$ cat config.mk
export PLATFORM = sky130hd
export DESIGN_NAME = wikilink_span_parser
export DESIGN_NICKNAME = d
export VERILOG_FILES = /design/src/hw/rtl/wsp_pkg.sv /design/src/hw/rtl/wikilink_span_parser.sv
export SDC_FILE = /design/constraint.sdc
export NUM_CORES = 1
export LEC_CHECK = 0
export BUFFER_PORTS_ARGS = -buffer_cell sky130_fd_sc_hd__buf_4
export CORE_AREA = 4 4 115 138
export DETAILED_ROUTE_END_ITERATION = 10
export DIE_AREA = 0 0 119 142
export PLACE_DENSITY = 0.83
export SYNTH_ARGS = -nofsm -noshare
export SYNTH_HDL_FRONTEND = slang
export SYNTH_SLANG_ARGS = --single-unit
$ cat constraint.sdc
create_clock -name clk -period 8.25 [get_ports clk]
set_input_delay 1.2375 -clock clk [delete_from_list [all_inputs] [get_ports clk]]
set_output_delay 1.2375 -clock clk [all_outputs]
set_load 0.02 [all_outputs]
$ cat src/hw/rtl/wsp_pkg.sv
// ----------------------------------------------------------------------------
// wsp_pkg: shared types and constants for the wikilink span parser
// Transaction payload structs, scan state encoding and the special bytes
// that the parser looks for.
// ----------------------------------------------------------------------------
package wsp_pkg;

    // Counter widths
    localparam int unsigned POSITION_BITS = 32;
    localparam int unsigned OFFSET_BITS   = 16;
    localparam logic [OFFSET_BITS-1:0] OFFSET_MAX = {OFFSET_BITS{1'b1}};

    // Special bytes
    localparam logic [7:0] CH_OPEN  = 8'h5B;  // '['
    localparam logic [7:0] CH_CLOSE = 8'h5D;  // ']'
    localparam logic [7:0] CH_PIPE  = 8'h7C;  // '|'
    localparam logic [7:0] CH_HASH  = 8'h23;  // '#'
    localparam logic [7:0] CH_CARET = 8'h5E;  // '^'

    // Scan state
    typedef enum logic [1:0] {
        SCAN_IDLE     = 2'd0,
        SCAN_ONE_OPEN = 2'd1,
        SCAN_LINK     = 2'd2,
        SCAN_CLOSE    = 2'd3
    } scan_mode_t;

    // One text byte
    typedef struct packed {
        logic [7:0] data_byte;
        logic       end_of_text;
    } text_t;

    // One link found in the text
    typedef struct packed {
        logic [POSITION_BITS-1:0] inner_start;
        logic [OFFSET_BITS-1:0]   inner_length;
        logic                     pipe_found;
        logic [OFFSET_BITS-1:0]   pipe_offset;
        logic                     hash_found;
        logic [OFFSET_BITS-1:0]   hash_offset;
        logic                     is_block_ref;
        logic                     too_long;
    } link_t;

endpackage

$ cat src/hw/rtl/wikilink_span_parser.sv
// ----------------------------------------------------------------------------
// wikilink_span_parser: double-bracket link finder over a byte stream
// Scans text one byte per transaction and reports each non-empty [[...]]
// link as offsets: inner start, length, first pipe, first anchor hash and
// whether the anchor is a block reference.
// ----------------------------------------------------------------------------
// Usage:
//   text channel (text_valid/text_ready/text) carries one byte per
//   transaction; text.end_of_text marks the last byte, after which all scan
//   state and the byte position return to their reset values.
//   link channel (link_valid/link_ready/link) carries one transaction per
//   closed, non-empty link.
//   The registered link is valid in the cycle after its second ']' is taken.
//   Throughput: one byte per cycle unless stalled. The scan state updates
//   in the accept cycle; a single output register holds the pending link.
//   Stall: text_ready stays high while the output register is empty or is
//   being drained; it drops only while a link waits and link_ready is low.
//   Reset: rst_n clears the scan state, the byte position and link_valid.
//   Lengths and offsets saturate at the all-ones value and set too_long;
//   the byte position wraps.
// ----------------------------------------------------------------------------
module wikilink_span_parser (
    input  logic           clk,
    input  logic           rst_n,
    input  logic           text_valid,
    output logic           text_ready,
    input  wsp_pkg::text_t text,
    output logic           link_valid,
    input  logic           link_ready,
    output wsp_pkg::link_t link
);
    import wsp_pkg::*;

    // Scan state
    scan_mode_t               mode_reg, mode_next;
    logic [POSITION_BITS-1:0] byte_pos_reg, byte_pos_next;
    logic [POSITION_BITS-1:0] link_start_reg, link_start_next;
    logic [OFFSET_BITS-1:0]   inner_count_reg, inner_count_next;
    logic                     overflow_reg, overflow_next;
    logic                     pipe_seen_reg, pipe_seen_next;
    logic [OFFSET_BITS-1:0]   pipe_pos_reg, pipe_pos_next;
    logic                     hash_seen_reg, hash_seen_next;
    logic [OFFSET_BITS-1:0]   hash_pos_reg, hash_pos_next;
    logic                     check_caret_reg, check_caret_next;
    logic                     caret_seen_reg, caret_seen_next;

    // Output register
    logic  link_valid_reg, link_valid_next;
    link_t link_reg, link_result;
    logic  emit;

    logic       accept;
    logic [7:0] b;
    logic       is_open, is_close;

    assign text_ready = !link_valid_reg || link_ready;
    assign accept     = text_valid && text_ready;
    assign b          = text.data_byte;
    assign is_open    = (b == CH_OPEN);
    assign is_close   = (b == CH_CLOSE);

    // Next scan mode
    always_comb
    begin
        mode_next = mode_reg;
        case (mode_reg)
            SCAN_IDLE:
            begin
                mode_next = is_open ? SCAN_ONE_OPEN : SCAN_IDLE;
            end
            SCAN_ONE_OPEN:
            begin
                mode_next = is_open ? SCAN_LINK : SCAN_IDLE;
            end
            SCAN_LINK:
            begin
                if (is_open)
                    mode_next = SCAN_IDLE;
                else if (is_close)
                    mode_next = SCAN_CLOSE;
            end
            SCAN_CLOSE:
            begin
                // A lone ']' aborts; rescan this byte from idle
                if (is_close)
                    mode_next = SCAN_IDLE;
                else
                    mode_next = is_open ? SCAN_ONE_OPEN : SCAN_IDLE;
            end
            default:
            begin
                mode_next = SCAN_IDLE;
            end
        endcase
        if (text.end_of_text)
            mode_next = SCAN_IDLE;
    end

    // Link bookkeeping and result
    always_comb
    begin
        byte_pos_next    = byte_pos_reg + POSITION_BITS'(1);
        link_start_next  = link_start_reg;
        inner_count_next = inner_count_reg;
        overflow_next    = overflow_reg;
        pipe_seen_next   = pipe_seen_reg;
        pipe_pos_next    = pipe_pos_reg;
        hash_seen_next   = hash_seen_reg;
        hash_pos_next    = hash_pos_reg;
        check_caret_next = check_caret_reg;
        caret_seen_next  = caret_seen_reg;
        emit             = 1'b0;

        case (mode_reg)
            SCAN_ONE_OPEN:
            begin
                // Open a link: start after the second '['
                if (is_open)
                begin
                    link_start_next  = byte_pos_reg + POSITION_BITS'(1);
                    inner_count_next = '0;
                    overflow_next    = 1'b0;
                    pipe_seen_next   = 1'b0;
                    pipe_pos_next    = '0;
                    hash_seen_next   = 1'b0;
                    hash_pos_next    = '0;
                    check_caret_next = 1'b0;
                    caret_seen_next  = 1'b0;
                end
            end
            SCAN_LINK:
            begin
                if (!is_open && !is_close)
                begin
                    // Byte right after the anchor hash decides block reference
                    if (check_caret_reg)
                    begin
                        caret_seen_next  = (b == CH_CARET);
                        check_caret_next = 1'b0;
                    end
                    if (b == CH_PIPE && !pipe_seen_reg)
                    begin
                        pipe_seen_next = 1'b1;
                        pipe_pos_next  = inner_count_reg;
                    end
                    else if (b == CH_HASH && !pipe_seen_reg && !hash_seen_reg)
                    begin
                        hash_seen_next   = 1'b1;
                        hash_pos_next    = inner_count_reg;
                        check_caret_next = 1'b1;
                    end
                    // Saturate the inner count
                    if (inner_count_reg == OFFSET_MAX)
                        overflow_next = 1'b1;
                    else
                        inner_count_next = inner_count_reg + OFFSET_BITS'(1);
                end
            end
            SCAN_CLOSE:
            begin
                emit = is_close && (inner_count_reg != '0);
            end
            default:
            begin
            end
        endcase

        // Drop all state after the last byte
        if (text.end_of_text)
        begin
            byte_pos_next    = '0;
            link_start_next  = '0;
            inner_count_next = '0;
            overflow_next    = 1'b0;
            pipe_seen_next   = 1'b0;
            pipe_pos_next    = '0;
            hash_seen_next   = 1'b0;
            hash_pos_next    = '0;
            check_caret_next = 1'b0;
            caret_seen_next  = 1'b0;
        end

        link_result.inner_start  = link_start_reg;
        link_result.inner_length = inner_count_reg;
        link_result.pipe_found   = pipe_seen_reg;
        link_result.pipe_offset  = pipe_seen_reg ? pipe_pos_reg : '0;
        link_result.hash_found   = hash_seen_reg;
        link_result.hash_offset  = hash_seen_reg ? hash_pos_reg : '0;
        link_result.is_block_ref = hash_seen_reg && caret_seen_reg;
        link_result.too_long     = overflow_reg;
    end

    // Output valid: set on a new link, clear when taken
    always_comb
    begin
        link_valid_next = link_valid_reg && !link_ready;
        if (accept && emit)
            link_valid_next = 1'b1;
    end

    // Advance scan state on each accepted byte
    always_ff @(posedge clk or negedge rst_n)
    begin
        if (!rst_n)
        begin
            mode_reg        <= SCAN_IDLE;
            byte_pos_reg    <= '0;
            link_start_reg  <= '0;
            inner_count_reg <= '0;
            overflow_reg    <= 1'b0;
            pipe_seen_reg   <= 1'b0;
            pipe_pos_reg    <= '0;
            hash_seen_reg   <= 1'b0;
            hash_pos_reg    <= '0;
            check_caret_reg <= 1'b0;
            caret_seen_reg  <= 1'b0;
            link_valid_reg  <= 1'b0;
        end
        else
        begin
            link_valid_reg <= link_valid_next;
            if (accept)
            begin
                mode_reg        <= mode_next;
                byte_pos_reg    <= byte_pos_next;
                link_start_reg  <= link_start_next;
                inner_count_reg <= inner_count_next;
                overflow_reg    <= overflow_next;
                pipe_seen_reg   <= pipe_seen_next;
                pipe_pos_reg    <= pipe_pos_next;
                hash_seen_reg   <= hash_seen_next;
                hash_pos_reg    <= hash_pos_next;
                check_caret_reg <= check_caret_next;
                caret_seen_reg  <= caret_seen_next;
            end
        end
    end

    // Hold the result payload until the next link
    always_ff @(posedge clk)
    begin
        if (accept && emit)
            link_reg <= link_result;
    end

    assign link_valid = link_valid_reg;
    assign link       = link_reg;

    // Checks
    a_nonempty: assert property (@(posedge clk) disable iff (!rst_n)
        link_valid |-> (link.inner_length != '0))
        else $error("empty link reported");

    a_block_ref: assert property (@(posedge clk) disable iff (!rst_n)
        link_valid |-> (!link.is_block_ref || link.hash_found))
        else $error("block reference without anchor hash");

    a_hash_before_pipe: assert property (@(posedge clk) disable iff (!rst_n)
        (link_valid && link.hash_found && link.pipe_found)
            |-> (link.hash_offset <= link.pipe_offset))
        else $error("anchor hash not before pipe");

    a_end_reset: assert property (@(posedge clk) disable iff (!rst_n)
        (accept && text.end_of_text)
            |=> (mode_reg == SCAN_IDLE && byte_pos_reg == '0 && inner_count_reg == '0))
        else $error("state not cleared after end of text");

endmodule

==> out/results.tsv <==
stage	metric	value	unit
synthesis	Syn. warnings	0	
finish	max FFs per register	84	
global_routing	vias in the first global route	6181	
setup_path	WS Path Type	input pin to flip-flop	
cts	CTS resizes	0	
setup_path	Critical Path Start Type	input pin	
synthesis	register bit total from synthesis	204	
sta	min Tclk post-route	3.329	ns
global_routing	GRT overflow	0	
cts	CTS Sinks	204	
finish	Filler cells	958	
sta	Fmax	300.4	MHz
sta	TNS Setup	0	ns
floorplan	Initial Utilization	0.6212	
synthesis	Synth Cell Area	0.008991	mm²
cts	Clock Latency Late Sink	0.49	ns
setup_path	Critical Path Fanout Max	68	
synthesis	share of Yosys cell area claimed by the top area cell type	0.3340	
synthesis	top-count cell post-synth	dfrtp_1	
synthesis	EDFF count, synth	84	
global_routing	largest net degree at the start of global routing	85	
finish	diode count	0	
global_routing	initial antenna violation count	0	
route	vias per cell	5.894	
route	routed vias	6189	
cts	Setup Fix Bufs, Post-CTS	0	
sta	RSZ-0062 raised after global routing	no	
synthesis	Async S/R FF share, synth	0.5882	
route	drt first pass iters	5	
pwr	total power draw	2.089	mW
worst_hold_path	worst hold path type	flip-flop to flip-flop	
floorplan	die span in x	119	µm
cts	root buffer cell	clkbuf_16	
route	Iteration-0 DRC Markers	526	
sta	Worst slew margin	0.2655	
synthesis	most frequent cells after synthesis	dfrtp_1 (120), nand2_1 (94), edfxtp_1 (84)	
floorplan	Die H	142	µm
place	Placer Congestion	0.9505	
cts	TritonCTS buffer count	20	
global_routing	global-route wire length before repair	30880	µm
sta	setup violators final	0	
place	Post-Place Cells	1014	
route	routed len/inst	18.19	µm
route	Routed WL	19100	µm
route	Routed Antenna Nets	0	
synthesis	Syn Inst Count	761	
sta	Hold Vio Cnt, Final	0	
synthesis	distinct cell type count after synthesis	66	
finish	Syn-to-layout area delta	16.14	%
route	met3 wire len	900	µm
pwr	P_leak	4.304	nW
synthesis	Post-Syn Area per Cell	11.81	µm²
floorplan	row count	48	
cts	CTS tree	done	
finish	layout cells sized above 1	0.1824	
sta	crit share post-route	0.4035	
synthesis	ranking of synthesized cells by area	dfrtp_1 (33%), edfxtp_1 (28%), nand2_1 (3.9%)	
route	DRC	0	
job	Max Cap Viol	0	
synthesis	Primary FF master, synth	dfrtp_1	
finish	Post-Layout Cell Count	1050	
setup_path	Critical Path End Type	flip-flop	
global_routing	Total Routing Usage GR	0.2236	
place	DP Wirelength	12830	µm
synthesis	syn_nets	777	
route	metal2 WL	10120	µm
finish	register area	0.005525	mm²
place	Buffers on Ports	98	
cts	cts-stage hold buffer count	0	
route	M1 WL	7462	µm
finish	Final nets	852	
floorplan	Die Footprint	0.01690	mm²
floorplan	Top Ports	99	
pwr	peak supply drop	0.2065	mV
cts	clk buf depth	3	
finish	multi-input combinational cell area	0.003217	mm²
setup_path	Req. time, crit path	8.66	ns
synthesis	post-synthesis cell type with the largest combined area	dfrtp_1	
cts	H-Tree Depth	1	
cts	CTS clk-pin slew, worst paths	0.06	ns
floorplan	total core area	0.01447	mm²
run_status	outcome	finished clean	
pwr	power density over the cells	200.1	mW/mm²
route	top sig layer	met4	
synthesis	register area share after synthesis	0.6145	
sta	worst clock skew	0.01040	ns
setup_path	critical path data arrival time	3.74	ns
sta	worst slew pin tran	1.098	ns
sta	Pins Over Slew Limit	0	
==> worst paths after layout <==
path                                    start                  to  slack [ns]  cells past startpoint
setup / recovery                   link_ready     hash_pos_reg[5]        4.92                      8
hold reg to reg            link_start_reg[16]            link[68]        0.44                      0
min in group asynchronous               rst_n  link_start_reg[19]        0.75                      1
max in group asynchronous               rst_n     pipe_pos_reg[1]        6.11                      2
setup reg to reg                   link_valid            link[67]        5.47                      7
hold / removal             link_start_reg[16]            link[68]        0.44                      0
==> cell families (layout without fill, tap and decap cells) <==
logic type               Yosys count  after routing  synth area share
AO/OA/AOI/OAI                    144            144            0.1070
XOR/XNOR                          29             29           0.02825
adder cells (fa/ha/maj)            3              3          0.004175
buffers and inverters             58            147           0.02825
flip-flops                       204            204            0.6145
multiplexers                      22             22           0.02449
AND/OR/NAND/NOR                  301            301            0.1933
==> layer usage <==
layer / GRT usage / vias to the layer above
met5: 0 / -
met4: 0.08542 / 0
met3: 0.03459 / 44
met2: 0.4061 / 181
met1: 0.2695 / 3027
li1: - / 2937
==> cell usage in the layout (no fill, tap or decap), types with 10 or more instances in the layout <==
master	instances
dfrtp_1	120
nor4_1	10
nand2_1	93
edfxtp_1	84
nor2_1	37
o31ai_1	23
buf_4	102
clkbuf_16	21
nand3_1	26
mux2i_1	22
o21ai_0	43
xnor2_1	18
and2_1	40
a22o_1	32
nand4_1	13
a21oi_1	18
nor3_1	11
or3_1	10
xor2_1	11
==> power by group <==
group | leakage [nW] | switching, mW | total [mW] | internal [mW]
Clock | 0.310 | 0.366 | 0.895 | 0.529
Combinational | 1.58 | 0.0630 | 0.0930 | 0.0300
Sequential | 2.41 | 0.0278 | 1.10 | 1.07
==> stage by stage <==
stage	setup slack, ns	hold WS [ns]	instance area [µm²]	util
floorplan	3.698	0.4196	8991	-
global placement	4.565	0.4264	9793	0.6766
detailed placement	4.481	0.4296	9793	0.6766
CTS	4.974	0.4459	10440	0.7215
global route	4.749	0.4499	10440	0.7215
finish	4.921	0.4447	10440	0.7215
==> area by class of cell <==
cell class / count / share of cell area
timing repair buffer: 102 / 0.07333
inverter: 9 / 0.003355
tap: 200 / 0.02396
clock inverter: 11 / 0.01042
clock buffer: 25 / 0.05176
multi-input combinational: 499 / 0.3081
sequential: 204 / 0.5291
==> worst max-delay path, stage by stage <==
cell and delay, ns:
buf_4 0.11, nand2b_1 0.24, nand2_2 0.11, buf_4 0.54, nor2_1 0.11, buf_4 0.23, nor2_1 0.86, a22o_1 0.28
Power figures use the tool's default switching activity.
